`src/rtl/sbus_pkg.sv`:
```
// Shared types, constants and decode tables for the serial frame receiver.
package sbus_pkg;

	localparam int DATA_BYTES = 23;
	localparam int CHAN_SLOTS = 16;

	localparam logic [7:0]  START_BYTE_RST = 8'd15;
	localparam logic [7:0]  END_MASK_RST   = 8'd0;
	localparam logic [15:0] GAP_LIMIT_RST  = 16'd3000;

	localparam logic signed [12:0] CH0_BIAS  = 13'sd1696;
	localparam logic signed [12:0] CH_CENTER = 13'sd1024;
	localparam logic signed [11:0] DIG_HIGH  = 12'sd800;
	localparam logic signed [11:0] DIG_LOW   = -12'sd800;

	localparam int FLAG_FAILSAFE = 2;

	typedef enum logic [1:0] {
		REG_START_BYTE = 2'd0,
		REG_END_MASK   = 2'd1,
		REG_GAP_LIMIT  = 2'd2
	} cfg_reg_t;

	typedef enum logic [1:0] {
		PH_HUNT = 2'd0,
		PH_DATA = 2'd1,
		PH_END  = 2'd2
	} phase_t;

	typedef enum logic [2:0] {
		DEC_IDLE,
		DEC_FLAG,
		DEC_FETCH,
		DEC_EMIT
	} dec_state_t;

	typedef struct packed {
		logic [7:0]  rx_byte;
		logic [15:0] gap_us;
	} in_item_t;

	typedef struct packed {
		logic [4:0]         channel_index;
		logic signed [11:0] channel_value;
		logic               failsafe;
		logic [15:0]        error_total;
		logic               last;
	} out_item_t;

	// Raw channel feeding each output slot: slot 0 takes ch3, slots 1..3 take ch1, ch2, ch4.
	function automatic logic [3:0] raw_sel(input logic [3:0] slot);
		logic [3:0] k;
		case (slot)
			4'd0: k = 4'd2;
			4'd1: k = 4'd0;
			4'd2: k = 4'd1;
			default: k = slot;
		endcase
		return k;
	endfunction

	// First bit of an 11-bit packed channel.
	function automatic logic [7:0] chan_bit(input logic [3:0] k);
		return 8'({4'd0, k} * 8'd11);
	endfunction

endpackage

```
`src/rtl/sbus_frame_receiver_top.sv`:
```
// Top level: byte framing state machine, configuration registers, frame store and decoder.
//
//  channel | valid     | stall     | payload          | dir
//  in      | in_valid  | in_stall  | in_item  (24 b)  | to block
//  out     | out_valid | out_stall | out_item (35 b)  | from block
//  cfg     | cfg_we    | -         | cfg_index, cfg_data | to block
//
// A byte is accepted when in_valid is high and in_stall is low; in_stall stays low except while the decoder runs.
// A good end byte starts the decoder: it reads the flag byte and emits one failsafe result, or
// emits each channel after fetching it through the single frame-store read port (three byte
// reads per channel) and then the two digital channels; each result waits while out_stall is high.
// Reset clears phase, byte count, nonzero flag, fault count and registers; the store is not cleared.
module sbus_frame_receiver_top #(
	parameter int DATA_BYTES = sbus_pkg::DATA_BYTES,
	localparam int AW = (DATA_BYTES > 1) ? $clog2(DATA_BYTES) : 1,
	localparam int CW = $clog2(DATA_BYTES + 1)
) (
	input  logic                clk,
	input  logic                arst_n,
	input  logic                in_valid,
	output logic                in_stall,
	input  sbus_pkg::in_item_t  in_item,
	output logic                out_valid,
	input  logic                out_stall,
	output sbus_pkg::out_item_t out_item,
	input  logic                cfg_we,
	input  logic [1:0]          cfg_index,
	input  logic [15:0]         cfg_data
);

	logic [7:0]  start_byte_q;
	logic [7:0]  end_mask_q;
	logic [15:0] gap_limit_q;

	sbus_pkg::phase_t phase_q, phase_d, phase_eff;
	logic [CW-1:0] cnt_q, cnt_d;
	logic          nz_q, nz_d;
	logic          accept;
	logic          ram_we;
	logic          start;
	logic          busy;
	logic [AW-1:0] raddr;
	logic [7:0]    rdata;

	always_ff @(posedge clk or negedge arst_n) begin
		if (!arst_n) begin
			start_byte_q <= sbus_pkg::START_BYTE_RST;
			end_mask_q   <= sbus_pkg::END_MASK_RST;
			gap_limit_q  <= sbus_pkg::GAP_LIMIT_RST;
		end else if (cfg_we) begin
			case (sbus_pkg::cfg_reg_t'(cfg_index))
				sbus_pkg::REG_START_BYTE: start_byte_q <= cfg_data[7:0];
				sbus_pkg::REG_END_MASK:   end_mask_q   <= cfg_data[7:0];
				sbus_pkg::REG_GAP_LIMIT:  gap_limit_q  <= cfg_data;
				default: ;
			endcase
		end
	end

	assign in_stall = busy;
	assign accept   = in_valid && !in_stall;

	always_comb begin
		// A long gap drops any partial frame before the byte is handled.
		phase_eff = (in_item.gap_us > gap_limit_q) ? sbus_pkg::PH_HUNT : phase_q;
		phase_d = phase_q;
		cnt_d   = cnt_q;
		nz_d    = nz_q;
		ram_we  = 1'b0;
		start   = 1'b0;
		if (accept) begin
			case (phase_eff)
				sbus_pkg::PH_DATA: begin
					ram_we = 1'b1;
					cnt_d  = cnt_q + CW'(1);
					phase_d = sbus_pkg::PH_DATA;
					if (cnt_d >= CW'(DATA_BYTES)) begin
						cnt_d   = CW'(DATA_BYTES);
						phase_d = sbus_pkg::PH_END;
					end
					if (in_item.rx_byte != 8'd0) begin
						nz_d = 1'b1;
					end
				end
				sbus_pkg::PH_END: begin
					phase_d = sbus_pkg::PH_HUNT;
					start = ((in_item.rx_byte & end_mask_q) == 8'd0) && nz_q;
				end
				default: begin
					phase_d = sbus_pkg::PH_HUNT;
					if (in_item.rx_byte == start_byte_q) begin
						phase_d = sbus_pkg::PH_DATA;
						cnt_d   = '0;
						nz_d    = 1'b0;
					end
				end
			endcase
		end
	end

	always_ff @(posedge clk or negedge arst_n) begin
		if (!arst_n) begin
			phase_q <= sbus_pkg::PH_HUNT;
			cnt_q   <= '0;
			nz_q    <= 1'b0;
		end else begin
			phase_q <= phase_d;
			cnt_q   <= cnt_d;
			nz_q    <= nz_d;
		end
	end

	sbus_ram #(
		.WIDTH(8),
		.DEPTH(DATA_BYTES)
	) u_store (
		.clk  (clk),
		.we   (ram_we),
		.waddr(cnt_q[AW-1:0]),
		.wdata(in_item.rx_byte),
		.raddr(raddr),
		.rdata(rdata)
	);

	sbus_decoder #(
		.DATA_BYTES(DATA_BYTES)
	) u_decoder (
		.clk      (clk),
		.arst_n   (arst_n),
		.start    (start),
		.busy     (busy),
		.raddr    (raddr),
		.rdata    (rdata),
		.out_valid(out_valid),
		.out_stall(out_stall),
		.out_item (out_item)
	);

	a_store_range: assert property (@(posedge clk) disable iff (!arst_n)
		ram_we |-> cnt_q < CW'(DATA_BYTES) && phase_q == sbus_pkg::PH_DATA)
		else $error("store write outside data phase or range");

endmodule

```
`src/rtl/sbus_ram.sv`:
```
// Generic single-write, single-read RAM with registered read data.
module sbus_ram #(
	parameter int WIDTH = 8,
	parameter int DEPTH = sbus_pkg::DATA_BYTES,
	localparam int AW = (DEPTH > 1) ? $clog2(DEPTH) : 1
) (
	input  logic             clk,
	input  logic             we,
	input  logic [AW-1:0]    waddr,
	input  logic [WIDTH-1:0] wdata,
	input  logic [AW-1:0]    raddr,
	output logic [WIDTH-1:0] rdata
);

	logic [WIDTH-1:0] mem [DEPTH];
	logic [WIDTH-1:0] rdata_q;

	always_ff @(posedge clk) begin
		if (we) begin
			mem[waddr] <= wdata;
		end
		rdata_q <= mem[raddr];
	end

	assign rdata = rdata_q;

endmodule

```
`src/rtl/sbus_decoder.sv`:
```
// Frame decoder: reads the stored frame back, checks the flag byte and emits results.
module sbus_decoder #(
	parameter int DATA_BYTES = sbus_pkg::DATA_BYTES,
	localparam int AW = (DATA_BYTES > 1) ? $clog2(DATA_BYTES) : 1
) (
	input  logic                clk,
	input  logic                arst_n,
	input  logic                start,
	output logic                busy,
	output logic [AW-1:0]       raddr,
	input  logic [7:0]          rdata,
	output logic                out_valid,
	input  logic                out_stall,
	output sbus_pkg::out_item_t out_item
);

	localparam logic [AW-1:0] FLAG_ADDR = AW'(DATA_BYTES - 1);

	sbus_pkg::dec_state_t state_q, state_d;
	logic [4:0]  slot_q, slot_d;
	logic [1:0]  j_q, j_d;
	logic [15:0] fault_q, fault_d;
	logic [15:0] word_q, word_d;
	logic [1:0]  flags_q, flags_d;
	sbus_pkg::out_item_t out_q, out_d;

	logic [3:0]  raw_k;
	logic [7:0]  bit_pos;
	logic [23:0] word24;
	logic [10:0] raw;
	logic signed [12:0] raw_ext;
	logic signed [12:0] val13;
	logic [4:0]  slot_n;
	logic [15:0] fault_inc;

	assign raw_k   = sbus_pkg::raw_sel(slot_q[3:0]);
	assign bit_pos = sbus_pkg::chan_bit(raw_k);
	assign word24  = {rdata, word_q};
	assign raw     = 11'(word24 >> bit_pos[2:0]);
	assign raw_ext = $signed({2'b00, raw});
	assign slot_n  = slot_q + 5'd1;
	assign fault_inc = (fault_q == 16'hFFFF) ? fault_q : fault_q + 16'd1;

	always_comb begin
		case (slot_q)
			5'd0: val13 = sbus_pkg::CH0_BIAS - raw_ext;
			5'd1, 5'd2, 5'd3: val13 = raw_ext - sbus_pkg::CH_CENTER;
			default: val13 = sbus_pkg::CH_CENTER - raw_ext;
		endcase
	end

	always_comb begin
		state_d = state_q;
		slot_d  = slot_q;
		j_d     = j_q;
		fault_d = fault_q;
		word_d  = word_q;
		flags_d = flags_q;
		out_d   = out_q;
		raddr   = FLAG_ADDR;
		case (state_q)
			sbus_pkg::DEC_IDLE: begin
				if (start) begin
					state_d = sbus_pkg::DEC_FLAG;
				end
			end
			sbus_pkg::DEC_FLAG: begin
				flags_d = rdata[1:0];
				if (rdata[sbus_pkg::FLAG_FAILSAFE]) begin
					fault_d = fault_inc;
					out_d = '{channel_index: 5'd0, channel_value: 12'sd0, failsafe: 1'b1,
						error_total: fault_inc, last: 1'b1};
					state_d = sbus_pkg::DEC_EMIT;
				end else begin
					slot_d  = 5'd0;
					j_d     = 2'd0;
					state_d = sbus_pkg::DEC_FETCH;
				end
			end
			sbus_pkg::DEC_FETCH: begin
				// Issue no read on the last fetch cycle; channel bytes never run past the flag byte.
				if (j_q != 2'd3) begin
					raddr = AW'(bit_pos[7:3]) + AW'(j_q);
				end
				j_d = j_q + 2'd1;
				case (j_q)
					2'd1: word_d[7:0]  = rdata;
					2'd2: word_d[15:8] = rdata;
					2'd3: begin
						out_d = '{channel_index: slot_q, channel_value: val13[11:0],
							failsafe: 1'b0, error_total: fault_q, last: 1'b0};
						state_d = sbus_pkg::DEC_EMIT;
					end
					default: ;
				endcase
			end
			sbus_pkg::DEC_EMIT: begin
				if (!out_stall) begin
					if (out_q.last) begin
						state_d = sbus_pkg::DEC_IDLE;
					end else begin
						slot_d = slot_n;
						if (slot_n >= 5'(sbus_pkg::CHAN_SLOTS)) begin
							// Digital channels come straight from the flag byte.
							out_d = '{channel_index: slot_n,
								channel_value: flags_q[slot_n[0]] ? sbus_pkg::DIG_HIGH
									: sbus_pkg::DIG_LOW,
								failsafe: 1'b0, error_total: fault_q,
								last: slot_n[0]};
						end else begin
							j_d     = 2'd0;
							state_d = sbus_pkg::DEC_FETCH;
						end
					end
				end
			end
			default: state_d = sbus_pkg::DEC_IDLE;
		endcase
	end

	always_ff @(posedge clk or negedge arst_n) begin
		if (!arst_n) begin
			state_q <= sbus_pkg::DEC_IDLE;
			slot_q  <= 5'd0;
			j_q     <= 2'd0;
			fault_q <= 16'd0;
		end else begin
			state_q <= state_d;
			slot_q  <= slot_d;
			j_q     <= j_d;
			fault_q <= fault_d;
		end
	end

	always_ff @(posedge clk) begin
		word_q  <= word_d;
		flags_q <= flags_d;
		out_q   <= out_d;
	end

	assign busy      = (state_q != sbus_pkg::DEC_IDLE);
	assign out_valid = (state_q == sbus_pkg::DEC_EMIT);
	assign out_item  = out_q;

	a_failsafe_last: assert property (@(posedge clk) disable iff (!arst_n)
		out_valid && out_item.failsafe |-> out_item.last && out_item.channel_index == 5'd0)
		else $error("failsafe item not a single final item");

	a_start_idle: assert property (@(posedge clk) disable iff (!arst_n)
		start |-> state_q == sbus_pkg::DEC_IDLE)
		else $error("frame start while decoder busy");

	a_fault_mono: assert property (@(posedge clk) disable iff (!arst_n)
		1'b1 |=> fault_q >= $past(fault_q))
		else $error("fault count decreased");

	a_fetch_slot: assert property (@(posedge clk) disable iff (!arst_n)
		state_q == sbus_pkg::DEC_FETCH |-> slot_q < 5'(sbus_pkg::CHAN_SLOTS))
		else $error("fetch for a digital channel slot");

endmodule

```
`config.mk`:
```
export PLATFORM = sky130hd
export DESIGN_NAME = sbus_frame_receiver_top
export DESIGN_NICKNAME = d
export VERILOG_FILES = /design/src/rtl/sbus_pkg.sv /design/src/rtl/sbus_frame_receiver_top.sv /design/src/rtl/sbus_ram.sv /design/src/rtl/sbus_decoder.sv
export SDC_FILE = /design/constraint.sdc
export NUM_CORES = 1
export LEC_CHECK = 0
export BUFFER_PORTS_ARGS = -buffer_cell sky130_fd_sc_hd__buf_2
export CAP_MARGIN = 10
export CORE_ASPECT_RATIO = 1.4
export CORE_UTILIZATION = 55
export DETAILED_ROUTE_END_ITERATION = 6
export PLACE_DENSITY = 0.73
export SLEW_MARGIN = 10
export SYNTH_ARGS = -nofsm -noshare
export SYNTH_HDL_FRONTEND = slang
export SYNTH_HIERARCHICAL = 1
export SYNTH_SLANG_ARGS = --single-unit
```
`constraint.sdc`:
```
create_clock -name clk -period 6.4 [get_ports clk]
set_input_delay 1.6 -clock clk [delete_from_list [all_inputs] [get_ports clk]]
set_output_delay 1.6 -clock clk [all_outputs]
set_load 0.01 [all_outputs]
```
# After elaboration in Yosys (flattened, before gate mapping)
# Memory sizes are Yosys's and may differ from the RTL's. A register that Yosys moved wholly into a read port is not among the register bits.
# Index checks and enable logic that the tools add are counted.
[op_classes] eq_ne=28 shift=1 n_div=0 mul=1 add_sub_neg=8 reduce_logical=27 order_cmp=4 bitwise_logic=2 mux=46
[op_table] operator="$mux 35" n=5
[op_table] operator="$pmux 35 s3" n=1
[op_table] operator="$mux 5" n=7
[op_table] operator="$pmux 12 s2" n=1
[op_table] operator="$shr 24x3->11" n=1
[op_table] operator="$sub 11x11->12 const A" n=2
[op_table] operator="$pmux 5 s2" n=2
[op_table] operator="$ne 2x2->1 const B" n=9
[op_table] operator="$add 16x1->16 const B" n=1
[op_table] operator="$eq 16x16->1 const B" n=1
[op_table] operator="$gt 16x16->1" n=1
[op_table] operator="$mux 16" n=1
[op_table] operator="$reduce_and 4->1" n=4
[op_table] operator="$mux 3" n=5
[op_table] operator="$mux 1" n=12
[op_table] operator="$mux 12" n=1
[op_table] operator="$mux 2" n=6
[op_table] operator="$pmux 3 s4" n=1
[op_table] operator="$pmux 4 s3" n=1
[op_table] operator="$reduce_and 2->1" n=6
[op_table] operator="$sub 11x11->12 const B" n=1
[op_table] operator="$add 5x1->5 const B" n=2
[op_table] operator="$eq 5x2->1 const B" n=2
[op_table] operator="$ge 5x5->1 const B" n=2
[op_table] operator="other kinds (33)" n=42
[totals] output_inout_bits=37 reg_bits=119 in_bits=47 n_memories=1 mem_bits_rw=184 latchBits=0 wordCells=136 rom_bits=0
[memory_table] memory="u_store.mem" words=23 width=8 read_ports=1 rd_ports_with_merged_regs=1 write_ports=1 line_no="sbus_ram.sv:15" source="logic [WIDTH-1:0] mem [DEPTH];"

# Depth between registers and ports, before layout
# Gate-level depths: netlist of run 1.
[logic_depth] word_depth=8 mapped_depth=23

# By module
# The synthesis of run 1 kept the hierarchy.
[by_module_without_submodules] module="sbus_ram" instances=1 area_each_um2=7462.2 cells_each=419 seq_area_each_um2=5685.5
[by_module_without_submodules] module="sbus_decoder" instances=1 area_each_um2=5068.6 cells_each=533 seq_area_each_um2=2217.1
[by_module_without_submodules] module="sbus_frame_receiver_top" instances=1 area_each_um2=2448.6 cells_each=212 seq_area_each_um2=1014.7

# Least setup slack after synthesis of run 1
# No wires, ideal clock.
[synth_timing] path_kind="input -> register" startpoint="input port out_stall" endpoint="register u_decoder.out_q (netlist bit u_decoder/out_item[10]), enable pin" setup_time_ns=0.477 arrival_ns=4.525 cell_stages=4 path_slack_ns=1.398 path_cell_list="nor2_1 > a21oi_1 > o21ai_0 > a21boi_0"
[synth_between] elab_chain_len=2
[synth_rtl] item="start, declared" line_no="sbus_frame_receiver_top.sv:24" source="input logic out_stall,"
[synth_rtl] item="$ne 2x2->1 (no source line)"
[synth_rtl] item="$reduce_and 6->1 (no source line)"
[synth_rtl] item="end signal, assigned" line_no="sbus_decoder.sv:138" source="out_q <= out_d;"
[synth_rtl] item="end, declared" line_no="sbus_decoder.sv:25" source="sbus_pkg::out_item_t out_q, out_d;"
# No other way between the ends.
# A chain may end at the register's enable or synchronous reset.

# Final worst setup path of run 1
[layout_timing] startpoint="register u_decoder.slot_q[1]" endpoint="register u_store.rdata_q[5] (netlist: u_store/rdata[5]), read port of u_store.mem"
[layout_between] elab_chain_len=6
[layout_rtl] item="start, declared" line_no="sbus_decoder.sv:20" source="logic [4:0] slot_q, slot_d;"
[layout_rtl] item="start signal, assigned" line_no="sbus_decoder.sv:129" source="slot_q <= slot_d;"
[layout_rtl] item="$eq 4x2->1 (tied with other cells)" line_no="sbus_pkg.sv:53" source="case (slot)"
[layout_rtl] item="$pmux 4 s3 (*)" line_no="sbus_pkg.sv:53"
[layout_rtl] item="$mul 4x4->8 (*)" line_no="sbus_pkg.sv:64" source="return 8'({4'd0, k} * 8'd11);"
[layout_rtl] item="$add 5x2->5 (*)" line_no="sbus_decoder.sv:83" source="raddr = AW'(bit_pos[7:3]) + AW'(j_q);"
[layout_rtl] item="$mux 5 (*)" line_no="sbus_decoder.sv:82" source="if (j_q != 2'd3) begin"
[layout_rtl] item="$mux 5 (*)" line_no="sbus_decoder.sv:61" source="case (state_q)"
[layout_rtl] item="via raddr[2]" line_no="sbus_frame_receiver_top.sv:42" source="logic [AW-1:0] raddr;"
[layout_rtl] item="end, declared" line_no="sbus_ram.sv:16" source="logic [WIDTH-1:0] rdata_q;"
# The timed path passes the listed nets; every way through them passes the cells marked *.

==> flow_summary.ini, run 1 <==
[die]
io_pins = 84
chipHeight_um = 197.3
core_area_mm2 = 0.02683
die_x_um = 141.5
fp-row-count = 71
initial_utilization = 0.5583
die_area_mm2 = 0.02791

[logic_synthesis]
synthMuxAreaShare = 0.1041
yosysWarnings = 6
synth_top_family_by_area = simple AND/OR/NAND/NOR gates
ys_ff_latch = 310
async_flop_share = 0.2097
yosysUniqueCellTypes = 93
synth_edf_count = 237
synth-simple-area-share = 0.1043
syn-cell-area_mm2 = 0.01498
synthCells = 1164
synthAdderAreaFrac = 0.03859
syn_avg_cell_area_um2 = 12.87
synth_flop_cell = edfxtp_1
synthXorXnorAreaFrac = 0.02690
synth_compound_area_frac = 0.1022
synth_fp_nets = 1256
synth.yosys.seq_area_share = 0.5953

[sta]
slew_violations = 0
final.setup.tns_ns = 0
post-route-min-period_ns = 5.518
rsz0062_at_grt = no
worst_pin_slew_ns = 1.072
final-hold-violation-count = 0
setup_viol = 0
max_clock_freq_ghz = 0.1812
maxSlewHeadroom = 0.2835
clock_skew_ns = 0.01497
fin_crit_sh = 0.8621

[critical_path]
r2r-end = u_store/rdata[5]
r2r_cells = 17
cp-end-kind = flip-flop
startpoint_type = flip-flop
r2r-start = u_decoder/slot_q[1]
critical_path_arrival_ns = 5.99
crit_type = reg -> reg
crit_path_start = u_decoder/slot_q[1]
path_max_fanout = 52
critPathRequiredTime_ns = 6.88
rrSetupSlack_ns = 0.88

[routing]
routed_wl_um = 32520
vias = 9538
drt_pass1_iterations = 4
ant_nets = 0
drcViolationCount = 0
vias_per_cell = 5.873
drtIter0Drc = 534
post_drt_wl_per_cell_um = 20.02

[clock_network]
cts.repair.resized = 0
tritoncts = done
clock-sinks = 310
cts_buffer_depth = 3
path_clk_slew_ns = 0.07
cts_inserted_buffers = 29
cts_root_buf = clkbuf_16
htree_levels = 1
hold_buffers = 0
clk_latency_ns = 0.56
cts_setup_buffers = 0

[status]
outcome = complete, no violations

[power]
p_leak_uw = 0.006382
power_density_mw_per_mm2 = 470.5
vdd_drop_max_mv = 0.2756

[global_routing]
grt_use_total = 0.2377
grt_antenna_before_repair = 0
grt_pass1_vias = 9484
use_met2 = 0.4400
grt_max_degree = 66
overflow = 0
use_met1 = 0.2734
top_usage_layer = met2
grtUsageMet3 = 0.02739
grt_pass1_wl_um = 50490

[layout]
syn2layout_area_growth_pct = 10.70
n_antenna_cell = 0
nNetsFinal = 1328
stdcell_area_mm2 = 0.01658
drive_above_1_share = 0.1724

[min_path]
hp-class = reg -> reg
hold_depth = 0
hp-start = u_store/rdata[6]
min_to = u_decoder/word_q[14]

[placement]
io_buffers = 83
hpwl_um = 22390
postPlaceCellArea_mm2 = 0.01566
gp_congestion = 0.8912

[flow_run]
maxCapViolations = 0
-- per-layer routing --
layer  vias up  wire length, um
met5         -                0
met4         0             1305
met3        75             1278
met2       253            17430
met1      4687            12500
li1       4523                -
-- worst max-delay path, stage by stage (launching register included) --
cell      delay [ns]
dfrtp_1         0.55
inv_1           0.20
ha_1            0.22
or3b_1          0.48
nand2_1         0.40
nor2_1          0.08
nor2_1          0.17
ha_1            0.24
fa_1            0.42
ha_1            0.23
fa_1            0.41
xnor2_1         0.18
nand2_4         0.55
buf_4           0.50
mux2i_1         0.14
a22oi_1         0.22
nand3_1         0.25
o211ai_1        0.17
-- worst max-delay path by stage --
| stage | end | slack (ns) | cells after the start |
|---|---|---|---|
| floorplan | u_decoder/out_item[10] | 1.40 | 4 |
| global placement | u_store/rdata[7] | 1.0 | 17 |
| detailed placement | u_store/rdata[7] | 0.89 | 17 |
| CTS | u_store/rdata[7] | 0.85 | 17 |
| global route | u_store/rdata[6] | 0.49 | 17 |
| finish | u_store/rdata[5] | 0.88 | 17 |
-- Yosys cell counts (3+ instances only) --
cell type	instances	area, um2
a211oi_1	8	60.06
a21o_1	4	30.03
a21oi_1	53	265.3
a22oi_1	30	225.2
a31oi_1	7	43.79
a32oi_1	9	78.83
and2_1	11	68.82
and3_1	8	50.05
buf_1	3	11.26
buf_2	13	65.06
buf_4	9	67.56
buf_6	3	33.78
clkbuf_1	20	75.07
clkbuf_2	4	20.02
dfrtp_1	54	1351
dfstp_2	11	289.0
dfxtp_1	8	160.2
edfxtp_1	237	7117
ha_1	43	538.0
inv_1	32	120.1
mux2_1	5	56.30
mux2_2	35	394.1
mux2i_1	85	850.8
mux4_1	7	183.9
nand2_1	84	315.3
nand2b_1	3	18.77
nand3_1	31	155.2
nand3b_1	5	37.54
nand4_1	10	62.56
nor2_1	107	401.6
nor2b_1	6	37.54
nor3_1	12	60.06
nor4_1	6	37.54
o211ai_1	11	82.58
o21a_1	3	22.52
o21ai_0	45	225.2
o221ai_1	5	43.79
o311ai_1	3	26.28
o31a_1	3	26.28
o31ai_1	8	60.06
or3_1	7	43.79
or3b_1	3	26.28
xnor2_1	28	245.2
xor2_1	18	157.7
-- registers in the layout, indices dropped and copies added, names as in the netlist --
register            count
cnt_q                   5
end_mask_q              8
gap_limit_q            16
nz_q                    1
phase_q                 2
start_byte_q            8
u_decoder/fault_q      16
u_decoder/flags_q       2
u_decoder/j_q           2
u_decoder/out_item     35
u_decoder/slot_q        5
u_decoder/state_q       2
u_decoder/word_q       16
u_store/mem           184
u_store/rdata           8
-- final cells by class --
type                            instances  area (um2)
Clock buffer                           34       744.5
Clock inverter                         20       177.7
Fill cell                            2123       10250
Inverter                               36       135.1
Multi-Input combinational cell        765        5653
Sequential cell                       310        8917
Tap cell                              365       456.7
Timing Repair Buffer                   94       498.0
-- cells by family (layout without fill, tap and decap cells) --
| logic type | Yosys count | count (layout) |
|---|---|---|
| simple gates | 316 | 316 |
| compound gates | 222 | 222 |
| xor+xnor | 46 | 46 |
| buf+inv | 89 | 184 |
| flops | 310 | 310 |
| fa+ha+maj | 45 | 45 |
| mux | 136 | 136 |
-- where the power goes --
part           internal [uW]  total [uW]  switching, uW  leakage (uW)
Combinational           1390        3460           2070       0.00292
Clock                    953        1680            722      0.000449
Sequential              2510        2670            164       0.00301
-- cell usage in the layout (no fill, tap or decap), types with 12 or more instances in the layout --
cell | netlist | layout
nand2_1 | 84 | 83
o21ai_0 | 45 | 45
xnor2_1 | 28 | 28
dfrtp_1 | 54 | 54
clkbuf_16 | 0 | 29
nor3_1 | 12 | 12
edfxtp_1 | 237 | 237
mux2_2 | 35 | 35
mux2i_1 | 85 | 85
a21oi_1 | 53 | 53
ha_1 | 43 | 43
inv_1 | 32 | 32
buf_2 | 13 | 83
nand3_1 | 31 | 31
nor2_1 | 107 | 107
a22oi_1 | 30 | 30
xor2_1 | 18 | 18
-- metrics by stage --
stage / power (uW) / util / std cells / hold WS (ns) / setup slack, ns
after floorplan: 5343 / - / 1164 / 0.4037 / 1.398
after global routing: 8248 / 0.6181 / 1624 / 0.4607 / 0.4927
after CTS: 7847 / 0.6181 / 1624 / 0.4490 / 0.8491
final: 7802 / 0.6181 / 1624 / 0.4421 / 0.8824
after detailed placement: 6155 / 0.5837 / 1570 / 0.4331 / 0.8851
after global placement: 6104 / 0.5837 / 1570 / 0.4130 / 0.9966
Note: power is estimated with default switching activity, not from simulation.
==> run 2: changes to the inputs <==
--- a/config.mk
+++ b/config.mk
@@ -8,9 +8,9 @@
 export BUFFER_PORTS_ARGS = -buffer_cell sky130_fd_sc_hd__buf_2
 export CAP_MARGIN = 10
 export CORE_ASPECT_RATIO = 1.4
-export CORE_UTILIZATION = 55
+export CORE_UTILIZATION = 40
 export DETAILED_ROUTE_END_ITERATION = 6
-export PLACE_DENSITY = 0.73
+export GPL_TIMING_DRIVEN = 0
 export SLEW_MARGIN = 10
 export SYNTH_ARGS = -nofsm -noshare
 export SYNTH_HDL_FRONTEND = slang
==> run 2 against run 1 <==
Total power increased by 4.2%. Global-route usage decreased by 6.0 points. Clock skew increased by 0.0088 ns. Largest power group unchanged. Die area increased by 37%. Sequential share of layout area decreased by 1.5 points. Largest cell class unchanged. Via count increased by 0.49%. The run now ends with DRC left. Clock-buffer cell count increased by 7.
==> flow_summary.ini, run 2 (synthesized netlist as in run 1, its figures left out) <==
[clock_network]
htree_levels = 1
cts_buffer_depth = 3
clk_latency_ns = 0.58
clock-sinks = 310
cts_inserted_buffers = 31
path_clk_slew_ns = 0.06
cts.repair.resized = 0
hold_buffers = 0
tritoncts = done
cts_root_buf = clkbuf_16
cts_setup_buffers = 0

[routing]
m1WireLength_um = 13260
post_drt_wl_per_cell_um = 18.92
drt_pass1_iterations = 6
top_layer = met4
wl_met3_um = 1280
vias = 9585
wl_met2_um = 18000
drcViolationCount = 14
ant_nets = 0
vias_per_cell = 5.403
routed_wl_um = 33560
drtIter0Drc = 511

[flow_run]
maxCapViolations = 0

[global_routing]
overflow = 0
grt_pass1_wl_um = 52670
grt_max_degree = 51
grt_antenna_before_repair = 0
grt_pass1_vias = 9553
grt_use_total = 0.1782

[die]
chipHeight_um = 231.0
initial_utilization = 0.4075
fp-row-count = 83
die_x_um = 165.6
die_area_mm2 = 0.03824
core_area_mm2 = 0.03676
io_pins = 84

[critical_path]
startpoint_type = flip-flop
r2r-start = u_decoder/slot_q[0]
crit_type = reg -> reg
path_delay_family = adder cells
cp_cell_sequence = buf_2 -> inv_1 -> ha_1 -> or3b_1 -> clkbuf_2 -> nand2_1 -> buf_6 -> nor2_1 -> nor2_1 -> ha_1 -> fa_1 -> ha_1 -> fa_1 -> xnor2_1 -> nand2_1 -> buf_2 -> buf_2 -> mux4_1 -> a32oi_1 -> o211ai_1
cp-end-kind = flip-flop
cp_slowest_cell = fa_1
critPathRequiredTime_ns = 6.84
crit_path_max_incr_delay_ns = 0.42
cp.buffers_inverters = 6
crit_path_start = u_decoder/slot_q[0]
path_max_fanout = 10
critical_path_arrival_ns = 5.67

[status]
outcome = finished with violations
violations = DRC

[power]
power_density_mw_per_mm2 = 476.7
p_leak_uw = 0.006558
report.power.total_uw = 8128
vdd_drop_max_mv = 0.2097

[sta]
maxSlewHeadroom = 0.3756
rsz0062_at_grt = no
final-hold-violation-count = 0
whs_ns = 0.4308
slew_violations = 0
clock_skew_ns = 0.02372
setup_viol = 0
final.setup.tns_ns = 0
worst_pin_slew_ns = 0.9332
fin_crit_sh = 0.8172
max_clock_freq_ghz = 0.1912
post-route-min-period_ns = 5.230

[placement]
hpwl_um = 23980
gp_congestion = 0.8809
io_buffers = 83

[layout]
multi_input_area_mm2 = 0.005645
seq_area_mm2 = 0.008917
final_common_cell = edfxtp_1
n_antenna_cell = 0
most-common-layout-cells = edfxtp_1 (237), nor2_1 (107), buf_2 (95)
registers.top_by_ff_count = u_store/mem
nNetsFinal = 1374
syn2layout_area_growth_pct = 13.82
fillCellCount = 3361
drive_above_1_share = 0.1859
largest_register_ffs = 184

[min_path]
hp-start = u_store/rdata[6]
hp-class = reg -> reg
-- run 2: metal layers --
layer	GRT usage	vias to the layer above
met3	0.02587	61
met5	0	-
li1	-	4626
met2	0.3292	201
met1	0.2054	4697
met4	0.06222	0
-- run 2: per-stage QoR --
stage / cell area [um2] / setup WS, ns / instances / utilization
floorplan: 14980 / 1.398 / 1164 / -
global placement: 15980 / 0.3340 / 1714 / 0.4347
global route: 17050 / 0.7912 / 1774 / 0.4638
detailed placement: 16050 / 0.9385 / 1716 / 0.4365
finish: 17050 / 1.170 / 1774 / 0.4638
CTS: 17050 / 1.134 / 1774 / 0.4638
-- run 2: layout make-up --
cell class                      instances  share of cell area
Sequential cell                       310              0.5230
Multi-Input combinational cell        765              0.3311
Clock buffer                           41             0.04887
Tap cell                              467             0.03427
Timing Repair Buffer                   85             0.02774
Buffer                                 53             0.01717
Clock inverter                         17            0.009907
Inverter                               36            0.007925
-- run 2: power by group --
| part | switching [uW] | leakage, uW | internal (uW) |
|---|---|---|---|
| Clock | 749 | 0.000491 | 1040 |
| Combinational | 2200 | 0.00305 | 1500 |
| Sequential | 137 | 0.00301 | 2510 |
| Total | 3090 | 0.00656 | 5040 |
-- run 2: worst paths after layout --
kind	end	slack, ns	depth (start not counted)
worst max-delay path	u_store/rdata[1]	1.17	20
min in group asynchronous	u_decoder/fault_q[5]	0.89	1
worst min-delay path	u_decoder/word_q[14]	0.43	0
worst min register to register	u_decoder/word_q[14]	0.43	0
max in group asynchronous	gap_limit_q[11]	4.92	2
worst max register to register	u_store/rdata[1]	1.17	20
